[config.mk]
export PLATFORM = sky130hd
export DESIGN_NAME = mi4_ctrl
export DESIGN_NICKNAME = d
export VERILOG_FILES = /design/src/mi4_pkg.sv /design/src/mi4_ctrl.sv
export SDC_FILE = /design/constraint.sdc
export NUM_CORES = 1
export LEC_CHECK = 0
export BUFFER_PORTS_ARGS = -buffer_cell sky130_fd_sc_hd__buf_2
export CAP_MARGIN = 25
export CORE_ASPECT_RATIO = 1.5
export CORE_UTILIZATION = 53
export DETAILED_ROUTE_END_ITERATION = 10
export PLACE_DENSITY_LB_ADDON = 0.15
export SLEW_MARGIN = 10
export SYNTH_ARGS = -nofsm -noshare
export SYNTH_HDL_FRONTEND = slang
export SYNTH_SLANG_ARGS = --single-unit
[constraint.sdc]
create_clock -name clock -period 3.5 [get_ports clock]
set_clock_uncertainty 0.2 [all_clocks]
set_input_delay 0.35 -clock clock [delete_from_list [all_inputs] [get_ports clock]]
set_output_delay 0.35 -clock clock [all_outputs]
set_load 0.05 [all_outputs]
[src/mi4_pkg.sv]
// Shared types, constants and the cofactor term table for the 4x4 matrix inverse.
package mi4_pkg;

   localparam int DATA_WIDTH_DEF = 32;
   localparam int FRAC_BITS_DEF  = 16;
   localparam int IW             = 64;
   localparam int THR_W          = 16;
   localparam logic [THR_W-1:0] THR_RESET = 16'd1;
   localparam int RSP_USER_W     = 8;

   typedef logic signed [IW-1:0] ival_type;

   localparam ival_type IVAL_MAX = {1'b0, {(IW-1){1'b1}}};
   localparam ival_type IVAL_MIN = {1'b1, {(IW-1){1'b0}}};

   // Operand register sources.
   localparam logic [1:0] OPA_HOLD = 2'd0;
   localparam logic [1:0] OPA_MAT  = 2'd1;
   localparam logic [1:0] OPA_MUL  = 2'd2;
   localparam logic [1:0] OPA_COF  = 2'd3;

   localparam logic [2:0] OPB_HOLD  = 3'd0;
   localparam logic [2:0] OPB_MAT   = 3'd1;
   localparam logic [2:0] OPB_ELEMC = 3'd2;
   localparam logic [2:0] OPB_COF   = 3'd3;
   localparam logic [2:0] OPB_FAC   = 3'd4;

   typedef struct packed {
      logic       mat_we;
      logic [3:0] mat_addr;
      logic       cof_we;
      logic [3:0] cof_addr;
      logic [1:0] opa_sel;
      logic [2:0] opb_sel;
      logic       elemc_ld;
      logic       mul_start;
      logic       acc_ld;
      logic       acc_clr;
      logic       acc_sub;
      logic       det_ld;
      logic       det_clr;
      logic       fac_chk;
      logic       fac_div;
      logic       out_ld;
      logic [3:0] out_index;
      logic       out_last;
   } cmd_type;

   typedef struct packed {
      logic mul_done;
      logic div_done;
      logic sing_now;
   } status_type;

   // Element indices of the six triple products of each cofactor, first term
   // in the top nibbles.
   localparam logic [71:0] COF_TAB [16] = '{
      72'h5AF5EB69F6DB79E7DA,
      72'h1AF1EB29F2DB39E3DA,
      72'h16F1E725F2D735E3D6,
      72'h16B1A725B29735A396,
      72'h4AF4EB68F6CB78E7CA,
      72'h0AF0EB28F2CB38E3CA,
      72'h06F0E724F2C734E3C6,
      72'h06B0A724B28734A386,
      72'h49F4DB58F5CB78D7C9,
      72'h09F0DB18F1CB38D3C9,
      72'h05F0D714F1C734D3C5,
      72'h05B09714B187349385,
      72'h49E4DA58E5CA68D6C9,
      72'h09E0DA18E1CA28D2C9,
      72'h05E0D614E1C624D2C5,
      72'h05A09614A186249285
   };

   // Bit t: term t has a leading sign; bit i: cofactor i leads positive.
   localparam logic [5:0]  TERM_POS = 6'b011001;
   localparam logic [15:0] LEAD_POS = 16'hA5A5;

   function automatic logic [3:0] cof_elem(input logic [3:0] idx, input logic [2:0] term,
                                           input logic [1:0] k);
      logic [71:0] row;
      int          pos;
      row = COF_TAB[idx];
      pos = 17 - (int'(term) * 3 + int'(k));
      return row[pos*4 +: 4];
   endfunction

   function automatic ival_type sat_add(input ival_type a, input ival_type b,
                                        input logic sub);
      logic signed [IW:0] s;
      s = sub ? ({a[IW-1], a} - {b[IW-1], b}) : ({a[IW-1], a} + {b[IW-1], b});
      if (s[IW] != s[IW-1]) begin
         return s[IW] ? IVAL_MIN : IVAL_MAX;
      end
      return s[IW-1:0];
   endfunction

endpackage

[src/mi4_ctrl.sv]
// Controller: sequences loading, cofactor terms, determinant, factor and results.
module mi4_ctrl (
   input  logic                 clock,
   input  logic                 reset,
   input  logic                 req_tvalid,
   input  logic                 req_tlast,
   output logic                 req_tready,
   output logic                 rsp_tvalid,
   input  logic                 rsp_tready,
   input  mi4_pkg::status_type  status,
   output mi4_pkg::cmd_type     cmd
);
   import mi4_pkg::*;

   localparam logic [4:0] ST_LOAD  = 5'd0;
   localparam logic [4:0] ST_C_A0  = 5'd1;
   localparam logic [4:0] ST_C_A1  = 5'd2;
   localparam logic [4:0] ST_C_A2  = 5'd3;
   localparam logic [4:0] ST_C_M1  = 5'd4;
   localparam logic [4:0] ST_C_W1  = 5'd5;
   localparam logic [4:0] ST_C_M2  = 5'd6;
   localparam logic [4:0] ST_C_W2  = 5'd7;
   localparam logic [4:0] ST_D_A0  = 5'd8;
   localparam logic [4:0] ST_D_A1  = 5'd9;
   localparam logic [4:0] ST_D_M   = 5'd10;
   localparam logic [4:0] ST_D_W   = 5'd11;
   localparam logic [4:0] ST_F_CHK = 5'd12;
   localparam logic [4:0] ST_F_DIV = 5'd13;
   localparam logic [4:0] ST_O_A   = 5'd14;
   localparam logic [4:0] ST_O_B   = 5'd15;
   localparam logic [4:0] ST_O_M   = 5'd16;
   localparam logic [4:0] ST_O_W   = 5'd17;
   localparam logic [4:0] ST_O_H   = 5'd18;

   logic [4:0] state_ff, state_in;
   logic [3:0] load_cnt_ff, load_cnt_in;
   logic [3:0] idx_ff, idx_in;
   logic [2:0] term_ff, term_in;

   always_comb begin
      cmd         = '0;
      state_in    = state_ff;
      load_cnt_in = load_cnt_ff;
      idx_in      = idx_ff;
      term_in     = term_ff;
      req_tready  = 1'b0;
      rsp_tvalid  = 1'b0;

      unique case (state_ff)
         ST_LOAD: begin
            req_tready   = 1'b1;
            cmd.mat_addr = load_cnt_ff;
            if (req_tvalid) begin
               cmd.mat_we = 1'b1;
               if (req_tlast) begin
                  load_cnt_in = 4'd0;
                  idx_in      = 4'd0;
                  term_in     = 3'd0;
                  state_in    = ST_C_A0;
               end else begin
                  load_cnt_in = load_cnt_ff + 4'd1;
               end
            end
         end
         ST_C_A0: begin
            cmd.mat_addr = cof_elem(idx_ff, term_ff, 2'd0);
            state_in     = ST_C_A1;
         end
         ST_C_A1: begin
            cmd.mat_addr = cof_elem(idx_ff, term_ff, 2'd1);
            cmd.opa_sel  = OPA_MAT;
            state_in     = ST_C_A2;
         end
         ST_C_A2: begin
            cmd.mat_addr = cof_elem(idx_ff, term_ff, 2'd2);
            cmd.opb_sel  = OPB_MAT;
            state_in     = ST_C_M1;
         end
         ST_C_M1: begin
            cmd.elemc_ld  = 1'b1;
            cmd.mul_start = 1'b1;
            state_in      = ST_C_W1;
         end
         ST_C_W1: begin
            if (status.mul_done) begin
               cmd.opa_sel = OPA_MUL;
               cmd.opb_sel = OPB_ELEMC;
               state_in    = ST_C_M2;
            end
         end
         ST_C_M2: begin
            cmd.mul_start = 1'b1;
            state_in      = ST_C_W2;
         end
         ST_C_W2: begin
            cmd.cof_addr = idx_ff;
            if (status.mul_done) begin
               cmd.acc_ld  = 1'b1;
               cmd.acc_clr = (term_ff == 3'd0);
               cmd.acc_sub = TERM_POS[term_ff] != LEAD_POS[idx_ff];
               cmd.cof_we  = (term_ff == 3'd5);
               state_in    = ST_C_A0;
               if (term_ff == 3'd5) begin
                  term_in = 3'd0;
                  idx_in  = idx_ff + 4'd1;
                  if (idx_ff == 4'd15) begin
                     state_in = ST_D_A0;
                  end
               end else begin
                  term_in = term_ff + 3'd1;
               end
            end
         end
         ST_D_A0: begin
            cmd.mat_addr = {idx_ff[1:0], 2'b00};
            cmd.cof_addr = idx_ff;
            state_in     = ST_D_A1;
         end
         ST_D_A1: begin
            cmd.opa_sel = OPA_MAT;
            cmd.opb_sel = OPB_COF;
            state_in    = ST_D_M;
         end
         ST_D_M: begin
            cmd.mul_start = 1'b1;
            state_in      = ST_D_W;
         end
         ST_D_W: begin
            if (status.mul_done) begin
               cmd.det_ld  = 1'b1;
               cmd.det_clr = (idx_ff == 4'd0);
               if (idx_ff == 4'd3) begin
                  idx_in   = 4'd0;
                  state_in = ST_F_CHK;
               end else begin
                  idx_in   = idx_ff + 4'd1;
                  state_in = ST_D_A0;
               end
            end
         end
         ST_F_CHK: begin
            cmd.fac_chk = 1'b1;
            state_in    = status.sing_now ? ST_O_A : ST_F_DIV;
         end
         ST_F_DIV: begin
            if (status.div_done) begin
               cmd.fac_div = 1'b1;
               state_in    = ST_O_A;
            end
         end
         ST_O_A: begin
            cmd.cof_addr = idx_ff;
            state_in     = ST_O_B;
         end
         ST_O_B: begin
            cmd.opa_sel = OPA_COF;
            cmd.opb_sel = OPB_FAC;
            state_in    = ST_O_M;
         end
         ST_O_M: begin
            cmd.mul_start = 1'b1;
            state_in      = ST_O_W;
         end
         ST_O_W: begin
            cmd.out_index = idx_ff;
            cmd.out_last  = (idx_ff == 4'd15);
            if (status.mul_done) begin
               cmd.out_ld = 1'b1;
               state_in   = ST_O_H;
            end
         end
         ST_O_H: begin
            rsp_tvalid = 1'b1;
            if (rsp_tready) begin
               idx_in   = idx_ff + 4'd1;
               state_in = (idx_ff == 4'd15) ? ST_LOAD : ST_O_A;
            end
         end
         default: begin
            state_in = ST_LOAD;
         end
      endcase
   end

   always_ff @(posedge clock) begin
      if (reset) begin
         state_ff    <= ST_LOAD;
         load_cnt_ff <= 4'd0;
         idx_ff      <= 4'd0;
         term_ff     <= 3'd0;
      end else begin
         state_ff    <= state_in;
         load_cnt_ff <= load_cnt_in;
         idx_ff      <= idx_in;
         term_ff     <= term_in;
      end
   end

endmodule

==> results.json, run 1 <==
{
  "worst-setup-path-type": "flop to primary output",
  "vias": 3395,
  "coreArea_um2": 4930,
  "mostFrequentLayoutCells": "buf_4 (61), nor2_1 (37), buf_2 (35)",
  "worst_pin_slew_ns": 0.618,
  "viasPerCell": 6.41,
  "cp-end-kind": "primary output",
  "drt-total-wl_um": 9470,
  "power.switching_uw": 883,
  "gp_congestion": 0.950,
  "violations": "negative setup slack",
  "hp-start": "reset",
  "stdcell_area_um2": 3640,
  "combPwrFrac_pct": 74.9,
  "hold_end": "state_ff[1]",
  "r2r_cells": 10,
  "yosysUniqueCellTypes": 76,
  "startpoint_type": "flop",
  "power.density_nw_per_um2": 469,
  "num_rows": 31,
  "yosysSeqAreaShare_pct": 13.1,
  "drc": 0,
  "place_hpwl_um": 6650,
  "n_antenna_cell": 0,
  "p_leak_uw": 0.00151,
  "cts_htree_levels": 1,
  "grt_pass1_wl_um": 15300,
  "grt_antenna_before_repair": 0,
  "initial_core_util_pct": 55.8,
  "area_delta_synth_final_pct": 32.4,
  "cpPeakStageDelay_ns": 0.57,
  "r2r_start": "term_ff[0]",
  "cap_viol_max_count": 0,
  "die-area_um2": 5490,
  "layout-drive-gt1-share_pct": 33.2,
  "syn_avg_cell_area_um2": 7.12,
  "syn_area_um2": 2750,
  "cts_root_buffer": "clkbuf_8",
  "crit_fanout": 5,
  "io_pins": 40,
  "fmax_mhz": 255,
  "portBuffers": 39,
  "hold_buffers": 0,
  "grt_max_degree": 33,
  "fp.dieW_um": 60.8,
  "synthFlopType": "dfxtp_1",
  "dr.first_iter.drc_count": 302,
  "async_flop_share_pct": 0,
  "r2r_setup_slack_ns": 0.72,
  "overflow": 0,
  "setup_viol": 4,
  "sw_frac_of_total_pct": 51.7,
  "worstHoldPathCells": 2,
  "ys_ff_latch": 18,
  "worstPathRequired_ns": 2.95,
  "path_cells": "or4b_4 > nor2_4 > nand2_1 > xnor2_1 > ha_4 > o31a_1 > o21ai_2 > xnor2_2 > a311oi_2 > a21oi_2 > o41ai_4 > buf_6",
  "clock_sinks": 18,
  "drt-pass1-iter-count": 5,
  "syn-instance-count": 386,
  "nNetsFinal": 483,
  "drtAntennaViolNets": 0,
  "clk_pin_slew_ns": 0.07,
  "slew_viol_final": 0,
  "status": "finished, violations left",
  "grt_pass1_vias": 3176,
  "worstSkewPairLatency_ns": 0.26,
  "cp.arrival_ns": 3.36,
  "synth_warnings": 0,
  "synth_edf_count": 0,
  "power.share.sequential_pct": 14.6,
  "fin_crit_sh_pct": 112,
  "layout_commonest_cell": "buf_4",
  "hold_path_class": "input port to flop",
  "clkPwrFrac_pct": 10.5,
  "place_area_um2": 3330,
  "hold_violations": 0,
  "whs_ns": 0.248,
  "cts_tree": "yes",
  "vdd_drop_max_mv": 0.373,
  "numCtsBuffers": 3,
  "track_usage_pct": 36.3,
  "rsz0062_at_grt": "true",
  "syn-num-nets": 404,
  "clockBufferDepth": 2,
  "post-route-min-period_ns": 3.91,
  "internal_power_uw": 826,
  "wl_per_cell_um": 17.9,
  "slew_headroom_pct": 58.8,
  "finalSetupTns_ns": -1.33,
  "slowest_stage": "or4b_4",
  "finalWorstSetupSlack_ns": -0.414,
  "fp.dieH_um": 90.2
}
## critical path, delay by kind of cell, from the launching register on
family                   cells  cell delay (ns)
AO/OA/AOI/OAI                5             1.03
XOR/XNOR                     2             0.51
adder cells (fa/ha/maj)      1             0.22
buffers and inverters        1             0.21
flip-flops                   1             0.31
AND/OR/NAND/NOR              3             0.81
## kinds of logic after synthesis
family	after synthesis	synth area share, %
AO/OA/AOI/OAI	113	27.8
XOR/XNOR	19	7.55
multiplexers	15	5.60
AND/OR/NAND/NOR	168	34.4
buffers and inverters	43	6.64
flip-flops	18	13.1
adder cells (fa/ha/maj)	10	4.82
## layer usage
layer	routed length [µm]	vias up	track usage, %
met2	4910	192	60.3
met4	501	0	20.1
met3	518	45	4.89
met5	0	-	0
li1	-	1586	-
met1	3540	1572	43.0
## synth_stat cells (3+ instances only)
master | instances | share of area [%]
a31oi_1 | 9 | 2.0
mux2_2 | 3 | 1.2
nand2b_1 | 7 | 1.6
nor4_1 | 3 | 0.68
xnor2_1 | 13 | 4.1
xnor2_2 | 3 | 1.8
nand2_1 | 32 | 4.4
nor3_2 | 3 | 1.1
inv_1 | 13 | 1.8
and2_1 | 3 | 0.68
nor2b_1 | 9 | 2.0
o211ai_1 | 3 | 0.82
o21ai_1 | 3 | 0.55
nor2_1 | 37 | 5.0
and4_1 | 4 | 1.3
a211oi_1 | 7 | 1.9
dfxtp_1 | 18 | 13
o21a_1 | 4 | 1.1
nor3_1 | 17 | 3.1
o21ai_0 | 17 | 3.1
o22ai_1 | 4 | 0.91
and3_1 | 6 | 1.4
a32o_1 | 3 | 1.1
or3_1 | 7 | 1.6
nor2_2 | 3 | 0.68
nand4_1 | 3 | 0.68
nand3b_1 | 3 | 0.82
ha_1 | 9 | 4.1
nand3_1 | 15 | 2.7
a21oi_1 | 31 | 5.6
clkbuf_1 | 21 | 2.9
a311oi_1 | 4 | 1.3
mux2i_1 | 12 | 4.4
a21o_1 | 3 | 0.82
## power by group through the flow
stage | Clock (µW) | Combinational [µW] | Sequential, µW
3_5_place_dp | 0 | 1150 | 253
4_1_cts | 181 | 1230 | 248
6_report | 180 | 1280 | 249
5_1_grt | 187 | 1370 | 253
2_1_floorplan | 0 | 872 | 246
3_3_place_gp | 0 | 1140 | 253
## worst max-delay path by stage
stage	cells after the start	to	slack [ns]	from
floorplan	13	cmd[28]	-0.37	state_ff[4]
global placement	12	cmd[27]	-0.06	term_ff[1]
detailed placement	12	cmd[28]	-0.17	term_ff[1]
CTS	12	cmd[26]	-0.32	term_ff[0]
global route	12	cmd[28]	-0.54	state_ff[4]
finish	12	cmd[28]	-0.41	state_ff[4]
## cell type report
cell class	count	area, µm²
multi-input cells	325	2380
fillers	401	1280
repair buffers	102	704
flip-flops and latches	18	363
well taps	66	82.6
inverters	15	60.1
clock buffers	4	55.1
## per-stage QoR
step / utilization (%) / setup slack (ns) / instances / total power [µW]
after floorplan: - / -0.366 / 386 / 1120
after global placement: 67.7 / -0.0615 / 514 / 1390
after detailed placement: 67.7 / -0.165 / 514 / 1400
after CTS: 71.3 / -0.324 / 523 / 1660
after global routing: 73.9 / -0.544 / 530 / 1810
final: 73.9 / -0.414 / 530 / 1710
## repair_timing
action | in CTS | in global routing
resized for setup | 20 | 14
buffers inserted | 5 | 7
endpoints found under the setup margin | 4 | 4
pin swaps | 10 | 13
Note: power is estimated with default switching activity, not from simulation.
==> inputs of run 2 (changes only) <==
Settings changed: CELL_PAD_IN_SITES_DETAIL_PLACEMENT set to 1, CELL_PAD_IN_SITES_GLOBAL_PLACEMENT set to 1, CORE_UTILIZATION 53 to 38, REMOVE_ABC_BUFFERS set to 1.
==> run 2 against run 1 <==
Net effect: the run still ends with negative setup slack left; clock-buffer cell count is the same; core utilization shrank 22 points; final area shrank 0.62%; combinational power is essentially flat; critical path type unchanged; largest power group unchanged; highest routed layer unchanged.
==> results.json, run 2 (synthesized netlist as in run 1, its figures left out) <==
{
  "dp.cells": 523,
  "clk_pin_slew_ns": 0.07,
  "crit_buf_inv": 3,
  "path_common_cell": "buf_4",
  "grt_antenna_before_repair": 0,
  "layout_commonest_cell": "buf_4",
  "fp.dieW_um": 71.5,
  "viasPerCell": 6.16,
  "drt-total-wl_um": 10700,
  "violations": "negative setup slack",
  "coreArea_um2": 6940,
  "num_rows": 37,
  "grt_max_degree": 33,
  "cts_htree_levels": 1,
  "fmax_mhz": 259,
  "worst_pin_slew_ns": 0.660,
  "cap_viol_max_count": 0,
  "grt_pass1_wl_um": 17200,
  "io_pins": 40,
  "post-route-min-period_ns": 3.86,
  "cts_root_buffer": "clkbuf_8",
  "fin_crit_sh_pct": 110,
  "cp_top_family": "compound AO/OA/AOI/OAI gates",
  "slowest_stage": "fa_2",
  "gp_congestion": 0.839,
  "p_leak_uw": 0.00150,
  "wl_per_cell_um": 19.8,
  "drtAntennaViolNets": 0,
  "portBuffers": 39,
  "status": "finished, violations left",
  "rsz0062_at_grt": "true",
  "clockBufferDepth": 2,
  "slew_headroom_pct": 56.0,
  "hold_path_class": "input port to flop",
  "vias": 3313,
  "nNetsFinal": 479,
  "hold_violations": 0,
  "finalWorstSetupSlack_ns": -0.365,
  "r2r_start": "state_ff[0]",
  "n_antenna_cell": 0,
  "slew_viol_final": 0,
  "drt-pass1-iter-count": 4,
  "vdd_drop_max_mv": 0.446,
  "hp-start": "reset",
  "power.density_nw_per_um2": 462,
  "finalPower_uw": 1670,
  "layout-drive-gt1-share_pct": 32.2,
  "setup_viol": 4,
  "mostFrequentLayoutCells": "buf_4 (56), nor2_1 (36), buf_2 (35)",
  "worstPathRequired_ns": 2.95,
  "path_cells": "ha_4 > inv_4 > fa_2 > nand3b_1 > buf_4 > o31a_1 > o21ai_4 > xnor2_2 > a311oi_1 > a21oi_1 > o41ai_2 > buf_4",
  "whs_ns": 0.235,
  "numCtsBuffers": 3,
  "cts_tree": "yes",
  "fp.dieH_um": 106,
  "drc": 0,
  "hold_buffers": 0,
  "worstHoldPathCells": 2,
  "cpPeakStageDelay_ns": 0.49,
  "pre_cts_ws_ns": -0.242,
  "r2r_setup_slack_ns": 0.83,
  "hold_end": "load_cnt_ff[0]",
  "overflow": 0,
  "die-area_um2": 7590,
  "grt_pass1_vias": 3312,
  "worst-setup-path-type": "flop to primary output",
  "r2r_cells": 10,
  "clock_sinks": 18,
  "crit_fanout": 5,
  "worstSkewPairLatency_ns": 0.27,
  "cp-end-kind": "primary output",
  "place_hpwl_um": 7860,
  "initial_core_util_pct": 39.6,
  "dr.first_iter.drc_count": 168,
  "fin_cells": 538,
  "track_usage_pct": 28.9,
  "finalSetupTns_ns": -1.20,
  "startpoint_type": "flop",
  "cp.arrival_ns": 3.31,
  "area_delta_synth_final_pct": 31.6
}
[run 2: changes by cell type in the layout (fill, tap and decap cells not counted), moves of 2 or more]
cell	previous run	this run
buf_4	61	56
buf_12	0	2
dfxtp_2	2	0
dfxtp_4	0	2
mux2i_1	12	10
mux2i_2	0	2
[run 2: how the worst max path moves through the flow]
stage                from      end  slack (ns)  cells after the start
6_report       term_ff[0]  cmd[28]       -0.36                     12
5_1_grt        term_ff[0]  cmd[28]       -0.52                     13
4_1_cts        term_ff[0]  cmd[26]       -0.27                     12
3_5_place_dp   term_ff[1]  cmd[26]       -0.24                     12
3_3_place_gp   term_ff[1]  cmd[27]       -0.11                     12
2_1_floorplan  term_ff[0]  cmd[28]       -1.01                     11
[run 2: per-layer routing]
layer | track usage [%] | share of wire [%] | up-vias
li1 | - | - | 1575
met1 | 34.1 | 41 | 1646
met2 | 51.6 | 52 | 65
met3 | 1.90 | 2.0 | 27
met4 | 14.8 | 4.5 | 0
met5 | 0 | 0 | -
[run 2: cell type report]
class,count,area [µm²]
multi-input cells,325,2350
repair buffers,98,692
well taps,78,97.6
inverters,15,58.8
clock buffers,4,55.1
flip-flops and latches,18,368
fillers,896,3320
[run 2: stage by stage]
step,utilization [%],instance area (µm²)
2_1_floorplan,-,2620
3_3_place_gp,47.4,3290
3_5_place_dp,47.4,3290
4_1_cts,51.1,3550
5_1_grt,52.1,3620
6_report,52.1,3620
[run 2: power by group]
| group | leakage, µW | switching (µW) | internal, µW | total (µW) |
|---|---|---|---|---|
| Sequential | 0.000148 | 23.8 | 224 | 248 |
| Clock | 0.0000288 | 79.2 | 100 | 180 |
| Combinational | 0.00132 | 785 | 461 | 1250 |
[run 2: what timing repair did]
| item | 4_1_cts | 5_1_grt |
|---|---|---|
| pin swaps | 12 | 12 |
| buffers inserted | 7 | 5 |
| resized for setup | 36 | 9 |
| setup endpoints to repair | 4 | 4 |
| cloned | 0 | 0 |
==> inputs of run 3 (changes only) <==
==> constraint.sdc (replaced) <==
create_clock -name clock -period 3.5 [get_ports clock]
set_clock_uncertainty 0.2 [all_clocks]
set_input_delay 0.175 -clock clock [delete_from_list [all_inputs] [get_ports clock]]
set_output_delay 0.175 -clock clock [all_outputs]
set_load 0.05 [all_outputs]
==> run 3 against run 2 <==
Net effect: the run still ends with negative setup slack left; clock-buffer cell count unchanged; non-clock buffer count down 18; total power down 5.3%; global-route usage down 0.37 points; highest routed layer unchanged.
==> results.json, run 3 (synthesized netlist as in run 1, its figures left out) <==
{
  "drt-pass1-iter-count": 4,
  "grt_pass1_vias": 3371,
  "rsz0062_at_grt": "true",
  "portBuffers": 39,
  "post-route-min-period_ns": 3.61,
  "area_delta_synth_final_pct": 22.5,
  "worstSkewPairLatency_ns": 0.26,
  "layout-drive-gt1-share_pct": 27.4,
  "status": "finished, violations left",
  "fp.dieW_um": 71.5,
  "power.switching_uw": 857,
  "clockBufferDepth": 2,
  "stdcell_area_um2": 3370,
  "track_usage_pct": 28.5,
  "setup_viol": 4,
  "startpoint_type": "flop",
  "worstPathRequired_ns": 3.12,
  "grt_pass1_wl_um": 17200,
  "coreArea_um2": 6940,
  "r2r_setup_slack_ns": 0.67,
  "overflow": 0,
  "fmax_mhz": 277,
  "cp-end-kind": "primary output",
  "mostFrequentLayoutCells": "buf_4 (41), nor2_1 (35), buf_2 (35)",
  "seqCellArea_um2": 365,
  "viasPerCell": 6.27,
  "cts_htree_levels": 1,
  "cp-startpoint": "term_ff[0]",
  "violations": "negative setup slack",
  "n_antenna_cell": 0,
  "power.share.sequential_pct": 15.7,
  "initial_core_util_pct": 39.6,
  "cp.arrival_ns": 3.24,
  "internal_power_uw": 728,
  "hold_violations": 0,
  "cts_root_buffer": "clkbuf_8",
  "cts_tree": "yes",
  "numCtsBuffers": 3,
  "power.density_nw_per_um2": 470,
  "worst_pin_slew_ns": 0.684,
  "drtAntennaViolNets": 0,
  "r2r_cells": 8,
  "fp.dieH_um": 106,
  "p_leak_uw": 0.00137,
  "clk_pin_slew_ns": 0.07,
  "die-area_um2": 7590,
  "drc": 0,
  "sw_frac_of_total_pct": 54.0,
  "nNetsFinal": 461,
  "clkPwrFrac_pct": 11.1,
  "multiInputGateArea_um2": 2260,
  "io_pins": 40,
  "fin_crit_sh_pct": 103,
  "clock_sinks": 18,
  "vias": 3262,
  "drt-total-wl_um": 10400,
  "slew_viol_final": 0,
  "r2r_start": "state_ff[0]",
  "finalPower_uw": 1580,
  "cap_viol_max_count": 0,
  "fill_cells": 903,
  "grt_max_degree": 33,
  "whs_ns": 0.0846,
  "dr.first_iter.drc_count": 180,
  "hold_path_class": "input port to flop",
  "vdd_drop_max_mv": 0.290,
  "combPwrFrac_pct": 73.2,
  "gp_congestion": 0.866,
  "critPathCapture": "cmd[25]",
  "grt_antenna_before_repair": 0,
  "wl_per_cell_um": 19.9,
  "finalWorstSetupSlack_ns": -0.114,
  "crit_fanout": 19,
  "worst-setup-path-type": "flop to primary output",
  "layout_commonest_cell": "buf_4",
  "place_hpwl_um": 7850,
  "slew_headroom_pct": 54.1,
  "place_area_um2": 3160,
  "num_rows": 37
}
run 3: cell count changes in the layout (fill, tap and decap cells not counted), moves of 2 or more:
cell / change
buf_4: -15
buf_6: -3
buf_12: -2
xnor2_1: +2
o221ai_1: +2
o221ai_2: -2
buf_8: +2
a311oi_2: -2
mux2i_2: -2
a311oi_1: +2
run 3: per-stage QoR:
step           setup slack, ns  setup TNS, ns  std cells  utilization, %
5_1_grt                 -0.253         -0.944        520            48.5
3_3_place_gp         -0.000447      -0.000447        508            45.6
2_1_floorplan           -0.836          -2.19        358               -
4_1_cts                -0.0950         -0.317        516            47.8
3_5_place_dp           -0.0728         -0.171        508            45.6
6_report                -0.114         -0.382        520            48.5
run 3: how the worst min path moves through the flow:
stage	start	to	slack (ns)	cells past startpoint
final	reset	load_cnt_ff[0]	0.08	2
after global routing	reset	state_ff[3]	0.09	2
after CTS	reset	term_ff[2]	0.08	2
after detailed placement	load_cnt_ff[3]	load_cnt_ff[3]	0.32	2
after global placement	load_cnt_ff[3]	load_cnt_ff[3]	0.28	2
after floorplan	reset	load_cnt_ff[2]	0.04	1
run 3: layout make-up:
class	instances	share of cell area [%]
clock buffers	4	1.63
multi-input cells	325	67.0
inverters	15	1.75
well taps	78	2.90
repair buffers	80	15.9
flip-flops and latches	18	10.8
run 3: critical path: stages (launching register included):
cell and delay [ns]:
dfxtp_4 0.38, buf_8 0.18, inv_1 0.08, ha_1 0.34
buf_6 0.17, buf_4 0.15, or3_1 0.30, a31oi_1 0.16
a21oi_1 0.07, a2111o_1 0.41, o221ai_1 0.22, a32oi_1 0.13
o21ai_1 0.21, buf_6 0.19
run 3: per-layer routing:
| layer | wire (µm) | up-vias | GRT usage (%) |
|---|---|---|---|
| li1 | - | 1542 | - |
| met1 | 4190 | 1605 | 34.8 |
| met2 | 5360 | 92 | 50.8 |
| met3 | 406 | 23 | 1.52 |
| met4 | 398 | 0 | 12.6 |
| met5 | 0 | - | 0 |
run 3: power groups by stage:
stage | clock network (µW) | registers, µW | logic, µW
6_report | 176 | 249 | 1160
5_1_grt | 192 | 251 | 1250
4_1_cts | 182 | 249 | 1150
3_5_place_dp | 0 | 252 | 1100
3_3_place_gp | 0 | 252 | 1080
2_1_floorplan | 0 | 293 | 740
run 3: what timing repair did:
| action | 4_1_cts | 5_1_grt |
|---|---|---|
| setup endpoints to repair | 4 | 4 |
| resized for setup | 21 | 6 |
| buffers inserted | 4 | 4 |
| hold endpoints to repair | 0 | 0 |
| pin swaps | 7 | 4 |
| hold buffers | 0 | 0 |
| cloned | 0 | 0 |
